--- src/rtl/core/oamo_pkg.sv ---
`default_nettype none

package oamo_pkg;

    // Field widths fixed by the interface
    localparam int SPEED_W    = 8;
    localparam int DIR_W      = 2;
    localparam int MODE_W     = 2;
    localparam int CFG_DATA_W = 12;
    localparam int CFG_IDX_W  = 3;

    // Mode request codes
    localparam logic [MODE_W-1:0] MODE_SLEEP  = 2'd0;
    localparam logic [MODE_W-1:0] MODE_ACTIVE = 2'd1;

    // Wheel direction codes
    localparam logic [DIR_W-1:0] DIR_FWD  = 2'd0;
    localparam logic [DIR_W-1:0] DIR_BACK = 2'd1;

    // Configuration register indexes
    localparam logic [CFG_IDX_W-1:0] CFG_FRONT_A_THR = 3'd0;
    localparam logic [CFG_IDX_W-1:0] CFG_FRONT_B_THR = 3'd1;
    localparam logic [CFG_IDX_W-1:0] CFG_REAR_A_THR  = 3'd2;
    localparam logic [CFG_IDX_W-1:0] CFG_REAR_B_THR  = 3'd3;
    localparam logic [CFG_IDX_W-1:0] CFG_HYST_OFFSET = 3'd4;
    localparam logic [CFG_IDX_W-1:0] CFG_SPIN_SPEED  = 3'd5;

    // Configuration register reset values
    localparam logic [CFG_DATA_W-1:0] THR_RESET  = 12'd2048;
    localparam logic [CFG_DATA_W-1:0] HYST_RESET = 12'd100;
    localparam logic [SPEED_W-1:0]    SPIN_RESET = 8'd64;

    typedef struct packed {
        logic [CFG_DATA_W-1:0] front_a_thr;
        logic [CFG_DATA_W-1:0] front_b_thr;
        logic [CFG_DATA_W-1:0] rear_a_thr;
        logic [CFG_DATA_W-1:0] rear_b_thr;
        logic [CFG_DATA_W-1:0] hyst_offset;
        logic [SPEED_W-1:0]    spin_speed;
    } cfg_t;

    // Decision of one sensor pair check
    typedef enum logic [2:0] {
        ACT_HOLD    = 3'd0,
        ACT_RESUME  = 3'd1,
        ACT_SPIN_BF = 3'd2,  // right backward, left forward, arms sensor b
        ACT_SPIN_FB = 3'd3,  // right forward, left backward, arms sensor a
        ACT_STOP    = 3'd4
    } pair_act_t;

endpackage

`default_nettype wire

--- src/rtl/core/oamo_cfg_regs.sv ---
`default_nettype none

module oamo_cfg_regs (
    input  wire logic                            aclk,
    input  wire logic                            aresetn,
    input  wire logic                            cfg_wr_en,
    input  wire logic [oamo_pkg::CFG_IDX_W-1:0]  cfg_wr_index,
    input  wire logic [oamo_pkg::CFG_DATA_W-1:0] cfg_wr_data,
    output oamo_pkg::cfg_t                       cfg
);
    import oamo_pkg::*;

    cfg_t cfg_reg;

    // Register file: writes outside the list are dropped
    always_ff @(posedge aclk) begin
        if (!aresetn) begin
            cfg_reg.front_a_thr <= THR_RESET;
            cfg_reg.front_b_thr <= THR_RESET;
            cfg_reg.rear_a_thr  <= THR_RESET;
            cfg_reg.rear_b_thr  <= THR_RESET;
            cfg_reg.hyst_offset <= HYST_RESET;
            cfg_reg.spin_speed  <= SPIN_RESET;
        end else if (cfg_wr_en) begin
            case (cfg_wr_index)
                CFG_FRONT_A_THR: cfg_reg.front_a_thr <= cfg_wr_data;
                CFG_FRONT_B_THR: cfg_reg.front_b_thr <= cfg_wr_data;
                CFG_REAR_A_THR:  cfg_reg.rear_a_thr  <= cfg_wr_data;
                CFG_REAR_B_THR:  cfg_reg.rear_b_thr  <= cfg_wr_data;
                CFG_HYST_OFFSET: cfg_reg.hyst_offset <= cfg_wr_data;
                CFG_SPIN_SPEED:  cfg_reg.spin_speed  <= cfg_wr_data[SPEED_W-1:0];
                default: ;
            endcase
        end
    end

    assign cfg = cfg_reg;

endmodule

`default_nettype wire

--- src/rtl/core/oamo_pair_check.sv ---
`default_nettype none

module oamo_pair_check #(
    parameter int DIST_WIDTH = 12
) (
    input  wire logic [DIST_WIDTH-1:0] dist_a,
    input  wire logic [DIST_WIDTH-1:0] dist_b,
    input  wire logic [DIST_WIDTH-1:0] thr_a,
    input  wire logic [DIST_WIDTH-1:0] thr_b,
    input  wire logic [DIST_WIDTH-1:0] hyst_offset,
    input  wire logic                  armed_a,
    input  wire logic                  armed_b,
    output oamo_pkg::pair_act_t        act
);
    import oamo_pkg::*;

    localparam int LIM_W = DIST_WIDTH + 2;

    logic signed [LIM_W-1:0] lim_a, lim_b, da_s, db_s;
    logic                    clear_a, clear_b;

    // Resume limit: threshold less the offset when armed, compared signed
    always_comb begin
        lim_a   = $signed({2'b00, thr_a}) -
                  $signed({2'b00, (armed_a ? hyst_offset : {DIST_WIDTH{1'b0}})});
        lim_b   = $signed({2'b00, thr_b}) -
                  $signed({2'b00, (armed_b ? hyst_offset : {DIST_WIDTH{1'b0}})});
        da_s    = $signed({2'b00, dist_a});
        db_s    = $signed({2'b00, dist_b});
        clear_a = da_s < lim_a;
        clear_b = db_s < lim_b;
    end

    // Priority of the branches; equal readings fall through to hold
    always_comb begin
        if (clear_a && clear_b)
            act = ACT_RESUME;
        else if (dist_a < thr_a && dist_b > thr_b)
            act = ACT_SPIN_BF;
        else if (dist_a > thr_a && dist_b < thr_b)
            act = ACT_SPIN_FB;
        else if (dist_a > thr_a && dist_b > thr_b)
            act = ACT_STOP;
        else
            act = ACT_HOLD;
    end

endmodule

`default_nettype wire

--- src/rtl/core/obstacle_avoid_motor_override.sv ---
// An accepted input beat passes the input register, then the result register, to m_.
// One beat per cycle while m_tready stays high; the input register and the result
// register each hold one beat, and all decisions sit between them.
// Reset (aresetn low, synchronous): both stages empty, block asleep,
// hysteresis disarmed, drive outputs zero/forward, config at defaults.
`default_nettype none

module obstacle_avoid_motor_override #(
    parameter int DIST_WIDTH = 12
) (
    input  wire logic                            aclk,
    input  wire logic                            aresetn,
    // s_tdata, from bit 0: mode_request, want_speed_right, want_speed_left,
    // want_dir_right, want_dir_left, front_a_dist, front_b_dist,
    // rear_a_dist, rear_b_dist, zero padding
    input  wire logic                            s_tvalid,
    output logic                                 s_tready,
    input  wire logic [((22+4*DIST_WIDTH+7)/8)*8-1:0] s_tdata,
    // m_tdata, from bit 0: drive_speed_right, drive_speed_left,
    // drive_dir_right, drive_dir_left, zero padding
    output logic                                 m_tvalid,
    input  wire logic                            m_tready,
    output logic [23:0]                          m_tdata,
    input  wire logic                            cfg_wr_en,
    input  wire logic [oamo_pkg::CFG_IDX_W-1:0]  cfg_wr_index,
    input  wire logic [oamo_pkg::CFG_DATA_W-1:0] cfg_wr_data
);
    import oamo_pkg::*;

    // Field offsets in s_tdata
    localparam int OFS_WSR = MODE_W;
    localparam int OFS_WSL = OFS_WSR + SPEED_W;
    localparam int OFS_WDR = OFS_WSL + SPEED_W;
    localparam int OFS_WDL = OFS_WDR + DIR_W;
    localparam int OFS_FA  = OFS_WDL + DIR_W;
    localparam int OFS_FB  = OFS_FA + DIST_WIDTH;
    localparam int OFS_RA  = OFS_FB + DIST_WIDTH;
    localparam int OFS_RB  = OFS_RA + DIST_WIDTH;

    // Hysteresis bit indexes
    localparam int ARM_FA = 0;
    localparam int ARM_FB = 1;
    localparam int ARM_RA = 2;
    localparam int ARM_RB = 3;

    cfg_t cfg;

    // Input stage
    logic                  in_valid_reg;
    logic [MODE_W-1:0]     in_mode_reg;
    logic [SPEED_W-1:0]    in_wsr_reg, in_wsl_reg;
    logic [DIR_W-1:0]      in_wdr_reg, in_wdl_reg;
    logic [DIST_WIDTH-1:0] in_fa_reg, in_fb_reg, in_ra_reg, in_rb_reg;

    // Block state; the held drive values are also the result payload
    logic                  out_valid_reg, out_valid_next;
    logic                  active_reg, active_next;
    logic [3:0]            armed_reg, armed_next;
    logic [SPEED_W-1:0]    spd_r_reg, spd_r_next, spd_l_reg, spd_l_next;
    logic [DIR_W-1:0]      dir_r_reg, dir_r_next, dir_l_reg, dir_l_next;

    logic                  adv;
    pair_act_t             front_act, rear_act, sel_act;
    logic                  use_pair, rear_sel;
    logic [DIST_WIDTH-1:0] hyst_w;

    oamo_cfg_regs u_cfg (
        .aclk         (aclk),
        .aresetn      (aresetn),
        .cfg_wr_en    (cfg_wr_en),
        .cfg_wr_index (cfg_wr_index),
        .cfg_wr_data  (cfg_wr_data),
        .cfg          (cfg)
    );

    assign hyst_w = DIST_WIDTH'(cfg.hyst_offset);

    oamo_pair_check #(.DIST_WIDTH(DIST_WIDTH)) u_front (
        .dist_a      (in_fa_reg),
        .dist_b      (in_fb_reg),
        .thr_a       (DIST_WIDTH'(cfg.front_a_thr)),
        .thr_b       (DIST_WIDTH'(cfg.front_b_thr)),
        .hyst_offset (hyst_w),
        .armed_a     (armed_reg[ARM_FA]),
        .armed_b     (armed_reg[ARM_FB]),
        .act         (front_act)
    );

    oamo_pair_check #(.DIST_WIDTH(DIST_WIDTH)) u_rear (
        .dist_a      (in_ra_reg),
        .dist_b      (in_rb_reg),
        .thr_a       (DIST_WIDTH'(cfg.rear_a_thr)),
        .thr_b       (DIST_WIDTH'(cfg.rear_b_thr)),
        .hyst_offset (hyst_w),
        .armed_a     (armed_reg[ARM_RA]),
        .armed_b     (armed_reg[ARM_RB]),
        .act         (rear_act)
    );

    // Handshake: the input stage moves on when the result register frees up
    assign adv      = in_valid_reg && (!out_valid_reg || m_tready);
    assign s_tready = !in_valid_reg || adv;
    assign m_tvalid = out_valid_reg;
    assign m_tdata  = {4'b0000, dir_l_reg, dir_r_reg, spd_l_reg, spd_r_reg};

    // Input register
    always_ff @(posedge aclk) begin
        if (!aresetn) begin
            in_valid_reg <= 1'b0;
        end else if (s_tready) begin
            in_valid_reg <= s_tvalid;
        end
    end

    always_ff @(posedge aclk) begin
        if (s_tvalid && s_tready) begin
            in_mode_reg <= s_tdata[MODE_W-1:0];
            in_wsr_reg  <= s_tdata[OFS_WSR +: SPEED_W];
            in_wsl_reg  <= s_tdata[OFS_WSL +: SPEED_W];
            in_wdr_reg  <= s_tdata[OFS_WDR +: DIR_W];
            in_wdl_reg  <= s_tdata[OFS_WDL +: DIR_W];
            in_fa_reg   <= s_tdata[OFS_FA +: DIST_WIDTH];
            in_fb_reg   <= s_tdata[OFS_FB +: DIST_WIDTH];
            in_ra_reg   <= s_tdata[OFS_RA +: DIST_WIDTH];
            in_rb_reg   <= s_tdata[OFS_RB +: DIST_WIDTH];
        end
    end

    // Pick the checked pair from the requested directions
    always_comb begin
        use_pair = 1'b0;
        rear_sel = 1'b0;
        if (in_wdr_reg == DIR_FWD && in_wdl_reg == DIR_FWD) begin
            use_pair = 1'b1;
        end else if (in_wdr_reg == DIR_BACK && in_wdl_reg == DIR_BACK) begin
            use_pair = 1'b1;
            rear_sel = 1'b1;
        end
        sel_act = rear_sel ? rear_act : front_act;
    end

    // Next state for the item in the input stage
    always_comb begin
        active_next    = active_reg;
        armed_next     = armed_reg;
        spd_r_next     = spd_r_reg;
        spd_l_next     = spd_l_reg;
        dir_r_next     = dir_r_reg;
        dir_l_next     = dir_l_reg;
        out_valid_next = out_valid_reg && !m_tready;
        if (adv) begin
            out_valid_next = 1'b1;
            if (!active_reg) begin
                // asleep: pass through, or wake and hold
                if (in_mode_reg == MODE_ACTIVE) begin
                    active_next = 1'b1;
                end else begin
                    spd_r_next = in_wsr_reg;
                    spd_l_next = in_wsl_reg;
                    dir_r_next = in_wdr_reg;
                    dir_l_next = in_wdl_reg;
                end
            end else begin
                if (in_mode_reg == MODE_SLEEP)
                    active_next = 1'b0;
                if (!use_pair) begin
                    spd_r_next = in_wsr_reg;
                    spd_l_next = in_wsl_reg;
                    dir_r_next = in_wdr_reg;
                    dir_l_next = in_wdl_reg;
                end else begin
                    case (sel_act)
                        ACT_RESUME: begin
                            spd_r_next = in_wsr_reg;
                            spd_l_next = in_wsl_reg;
                            dir_r_next = in_wdr_reg;
                            dir_l_next = in_wdl_reg;
                            if (rear_sel) begin
                                armed_next[ARM_RA] = 1'b0;
                                armed_next[ARM_RB] = 1'b0;
                            end else begin
                                armed_next[ARM_FA] = 1'b0;
                                armed_next[ARM_FB] = 1'b0;
                            end
                        end
                        ACT_SPIN_BF: begin
                            spd_r_next = cfg.spin_speed;
                            spd_l_next = cfg.spin_speed;
                            dir_r_next = DIR_BACK;
                            dir_l_next = DIR_FWD;
                            if (rear_sel)
                                armed_next[ARM_RB] = 1'b1;
                            else
                                armed_next[ARM_FB] = 1'b1;
                        end
                        ACT_SPIN_FB: begin
                            spd_r_next = cfg.spin_speed;
                            spd_l_next = cfg.spin_speed;
                            dir_r_next = DIR_FWD;
                            dir_l_next = DIR_BACK;
                            if (rear_sel)
                                armed_next[ARM_RA] = 1'b1;
                            else
                                armed_next[ARM_FA] = 1'b1;
                        end
                        ACT_STOP: begin
                            spd_r_next = '0;
                            spd_l_next = '0;
                            dir_r_next = DIR_BACK;
                            dir_l_next = DIR_BACK;
                        end
                        default: ;
                    endcase
                end
            end
        end
    end

    // State and result register
    always_ff @(posedge aclk) begin
        if (!aresetn) begin
            out_valid_reg <= 1'b0;
            active_reg    <= 1'b0;
            armed_reg     <= '0;
            spd_r_reg     <= '0;
            spd_l_reg     <= '0;
            dir_r_reg     <= DIR_FWD;
            dir_l_reg     <= DIR_FWD;
        end else begin
            out_valid_reg <= out_valid_next;
            active_reg    <= active_next;
            armed_reg     <= armed_next;
            spd_r_reg     <= spd_r_next;
            spd_l_reg     <= spd_l_next;
            dir_r_reg     <= dir_r_next;
            dir_l_reg     <= dir_l_next;
        end
    end

    // Drive values and hysteresis change only when an item moves through
    a_hold_when_idle: assert property (@(posedge aclk) disable iff (!aresetn)
        !adv |=> $stable(m_tdata) && $stable(armed_reg) && $stable(active_reg))
        else $error("state changed without an item");

    // Asleep and not woken: the request goes straight to the drive
    a_sleep_pass: assert property (@(posedge aclk) disable iff (!aresetn)
        adv && !active_reg && in_mode_reg != MODE_ACTIVE |=>
            spd_r_reg == $past(in_wsr_reg) && spd_l_reg == $past(in_wsl_reg) &&
            dir_r_reg == $past(in_wdr_reg) && dir_l_reg == $past(in_wdl_reg))
        else $error("sleep pass-through broken");

    // A stop never touches the hysteresis
    a_stop_keeps_arm: assert property (@(posedge aclk) disable iff (!aresetn)
        adv && active_reg && use_pair && sel_act == ACT_STOP |=>
            armed_reg == $past(armed_reg))
        else $error("stop changed hysteresis");

    // Hysteresis is only touched while active
    a_arm_only_active: assert property (@(posedge aclk) disable iff (!aresetn)
        adv && !active_reg |=> armed_reg == $past(armed_reg))
        else $error("hysteresis changed while asleep");

endmodule

`default_nettype wire

--- config.mk ---
export PLATFORM = sky130hd
export DESIGN_NAME = obstacle_avoid_motor_override
export DESIGN_NICKNAME = d
export VERILOG_FILES = /design/src/rtl/core/oamo_pkg.sv /design/src/rtl/core/oamo_cfg_regs.sv /design/src/rtl/core/oamo_pair_check.sv /design/src/rtl/core/obstacle_avoid_motor_override.sv
export SDC_FILE = /design/constraint.sdc
export NUM_CORES = 1
export LEC_CHECK = 0
export ABC_CLOCK_PERIOD_IN_PS = 5300
export BUFFER_PORTS_ARGS = -buffer_cell sky130_fd_sc_hd__buf_2
export CAP_MARGIN = 10
export CORE_ASPECT_RATIO = 1.4
export CORE_UTILIZATION = 54
export DETAILED_ROUTE_END_ITERATION = 12
export GPL_TIMING_DRIVEN = 0
export PLACE_DENSITY = 0.84
export SLEW_MARGIN = 20
export SYNTH_ARGS = -nofsm -noshare
export SYNTH_HDL_FRONTEND = slang
export SYNTH_SLANG_ARGS = --single-unit
--- constraint.sdc ---
create_clock -name aclk -period 5.3 [get_ports aclk]
set_clock_uncertainty 0.05 [all_clocks]
set_input_delay 0.265 -clock aclk [delete_from_list [all_inputs] [get_ports aclk]]
set_output_delay 0.265 -clock aclk [all_outputs]
set_load 0.02 [all_outputs]
==> impl_metrics.json <==
{
  "cp-end-kind": "flop",
  "fp-row-count": 59,
  "grt_overflow": 0,
  "viasPerCell": 5.88,
  "timing.fmax_ghz": 0.191,
  "hold_start": "s_tvalid",
  "slew_headroom_pct": 39.7,
  "path_max_fanout": 5,
  "synth_area_leader_cell": "edfxtp_1",
  "slew_violations": 0,
  "p_leak_nw": 5.11,
  "r2r_start": "u_cfg.cfg[9]",
  "path_clk_slew_ns": 0.07,
  "synth_edf_count": 70,
  "crit_path_cell_trace": "nand2_4 > ha_4 > nor2b_4 > o21ai_2 > a21boi_1 > o21a_1 > o21a_1 > o21ai_2 > a21oi_2 > or4_4 > o311ai_4 > xor2_1 > ha_2 > or4_4 > a2111oi_4 > o211ai_1 > a211oi_2 > a31o_4 > a21oi_4 > nor4b_4 > or2_1 > buf_6 > bufbuf_16 > a211oi_2",
  "die_w_um": 118,
  "cap_violations": 0,
  "hpwl_mm": 19.9,
  "setup_violations": 0,
  "critPathArrivalTime_ns": 5.49,
  "gp_congestion": 0.893,
  "crit_start": "u_cfg.cfg[9]",
  "die_area_mm2": 0.0195,
  "grt_pass1_wl_mm": 45.4,
  "min_period_over_period_pct": 98.8,
  "grt_pass1_vias": 9358,
  "cp.required_ns": 5.55,
  "setup_ws_ns": 0.0616,
  "start_kind": "flop",
  "p_per_area_mw_per_mm2": 260,
  "rsz0062_at_grt": "true",
  "multi_input_comb_area_mm2": 0.00593,
  "dr_total_vias": 9390,
  "crit_family": "compound AO/OA/AOI/OAI gates",
  "ant_nets": 0,
  "syn_to_final_growth_pct": 25.9,
  "grt_max_degree": 46,
  "synth_top_area_share_pct": 20.6,
  "wire_per_inst_um": 18.3,
  "worstSetupPathType": "reg2reg",
  "h-tree-depth": 4,
  "hold_viol_final": 1,
  "synthTopCellsByArea": "edfxtp_1 21%, dfxtp_1 19%, ha_1 18%",
  "cpPeakStageDelay_ns": 0.52,
  "start_util_pct": 55.0,
  "ir_drop_mv": 0.225,
  "io_pins": 118,
  "drive_gt1_share_pct": 17.6,
  "violations": "negative hold slack",
  "dp_slack_ns": -0.790,
  "yosys-top-cells-count": "210 x nand2_1, 144 x ha_1, 125 x a21oi_1, 95 x dfxtp_1, 86 x inv_1",
  "regArea_mm2": 0.00402,
  "critPathSlowestCell": "or4_4",
  "syn_area_per_cell_um2": 9.15,
  "cts_tree": "yes",
  "synth-seq-cells": 165,
  "synthArstFlopShare_pct": 0,
  "syn-cell-area_mm2": 0.0102,
  "place_inst": 1477,
  "drc": 0,
  "grt_antenna_before_repair": 1,
  "final_util_pct": 69.2,
  "grt_use_total_pct": 30.0,
  "crit_buf_inv": 2,
  "largest_register_ffs": 68,
  "min_period_ns": 5.24,
  "die_h_um": 165,
  "fin_cells": 1598,
  "totalWireLength_mm": 29.3,
  "dr.pass1.iters": 6,
  "clk_path_buf_depth": 2,
  "status": "finished, violations left",
  "hold_path_class": "in2reg",
  "root_buffer": "clkbuf_16",
  "clock_sinks": 165,
  "port_buffers": 111,
  "yosys_most_used_dff": "dfxtp_1",
  "syn_inst": 1118,
  "fin_nets": 1580,
  "synth.most_common_cell": "nand2_1",
  "coreArea_mm2": 0.0186,
  "drt_iter0_markers": 717,
  "synth-seq-area-share_pct": 39.1,
  "clock_latency_ns": 0.45,
  "hold_ws_ns": -0.00613,
  "tightestPinTransition_ns": 0.895,
  "nFillCells": 1325,
  "ys_warn_count": 0,
  "ys_types": 61,
  "cts_buffers": 17
}
## path summary, 6_finish.rpt
path / slack, ns / end / cells after the start
setup / recovery: 0.06 / spd_r_reg[4] / 24
setup reg to reg: 0.06 / spd_r_reg[4] / 24
hold / removal: -0.006 / in_valid_reg / 3
hold reg to reg: 0.41 / u_cfg.cfg[4] / 2
## final cells by class
class / instances / share of cell area, %
multi-input combinational: 834 / 46.0
clock buffer: 18 / 3.33
tap: 244 / 2.37
timing repair buffer: 201 / 11.5
antenna: 1 / 0.0194
sequential: 165 / 31.2
clock inverter: 14 / 1.44
inverter: 86 / 2.51
buffer: 35 / 1.56
## kinds of logic (layout without fill, tap and decap cells)
| family | count (synthesis) | count (layout) | synth area share [%] |
|---|---|---|---|
| flops | 165 | 165 | 39.1 |
| xor+xnor | 39 | 39 | 3.34 |
| compound gates | 293 | 293 | 18.9 |
| buf+inv | 122 | 354 | 4.88 |
| fa+ha+maj | 148 | 148 | 18.4 |
| mux | 2 | 2 | 0.196 |
| simple gates | 348 | 348 | 15.1 |
| other cells | 1 | 5 | 0.0367 |
## worst min-delay path: stages
cell and delay [ns]:
buf_2 0.09, a21oi_1 0.04, nor2_1 0.07
## per-layer routing
layer / routed length, µm / up-vias / share of wire [%] / GRT usage (%)
li1: - / 4427 / - / -
met1: 10600 / 4377 / 36 / 31.6
met2: 14500 / 434 / 50 / 53.5
met3: 1960 / 152 / 6.7 / 6.35
met4: 2200 / 0 / 7.5 / 21.0
met5: 0 / - / 0 / 0
## power by group
| part | leakage, nW | switching, mW | internal (mW) |
|---|---|---|---|
| sequential | 1.46 | 0.0438 | 1.38 |
| combinational | 3.35 | 0.329 | 0.285 |
| clock | 0.299 | 0.590 | 0.719 |
## cell usage in the layout, fill, tap and decap left out, drive strengths merged, types with 3 or more instances in the layout
master and count:
nand2 210, ha 144, buf 144, a21oi 126, dfxtp 95, inv 93
dlygate4sd3 70, edfxtp 70, o21ai 42, a211oi 42, clkbuf 39, nor2 33
a21o 30, nand3 27, xnor2 23, xor2 16, nor2b 16, nand2b 14
o211ai 13, nand4 12, nor3 11, o21a 9, and3 7, or2 5
and2 5, fa 4, conb 4, or4 4, clkinv 4, a41oi 3
or3 3, a2111o 3, a211o 3
## metrics by stage
| stage | setup TNS, ns | total power [mW] | cell area, µm² |
|---|---|---|---|
| after CTS | 0 | 3.30 | 12700 |
| after global placement | -12.48 | 1.93 | 11100 |
| final | 0 | 3.35 | 12900 |
| after floorplan | 0 | 1.79 | 10200 |
| after global routing | -2.83 | 3.45 | 12900 |
| after detailed placement | -15.69 | 1.95 | 11100 |
## what timing repair did
| item | CTS | global route |
|---|---|---|
| hold buffers | 70 | 0 |
| gates resized for setup | 28 | 47 |
| hold endpoints to repair | 70 | 0 |
| pin swaps | 9 | 20 |
| setup buffers | 12 | 6 |
| endpoints found under the setup margin | 24 | 22 |
| cloned | 1 | 0 |
(Power assumes the default switching activity.)
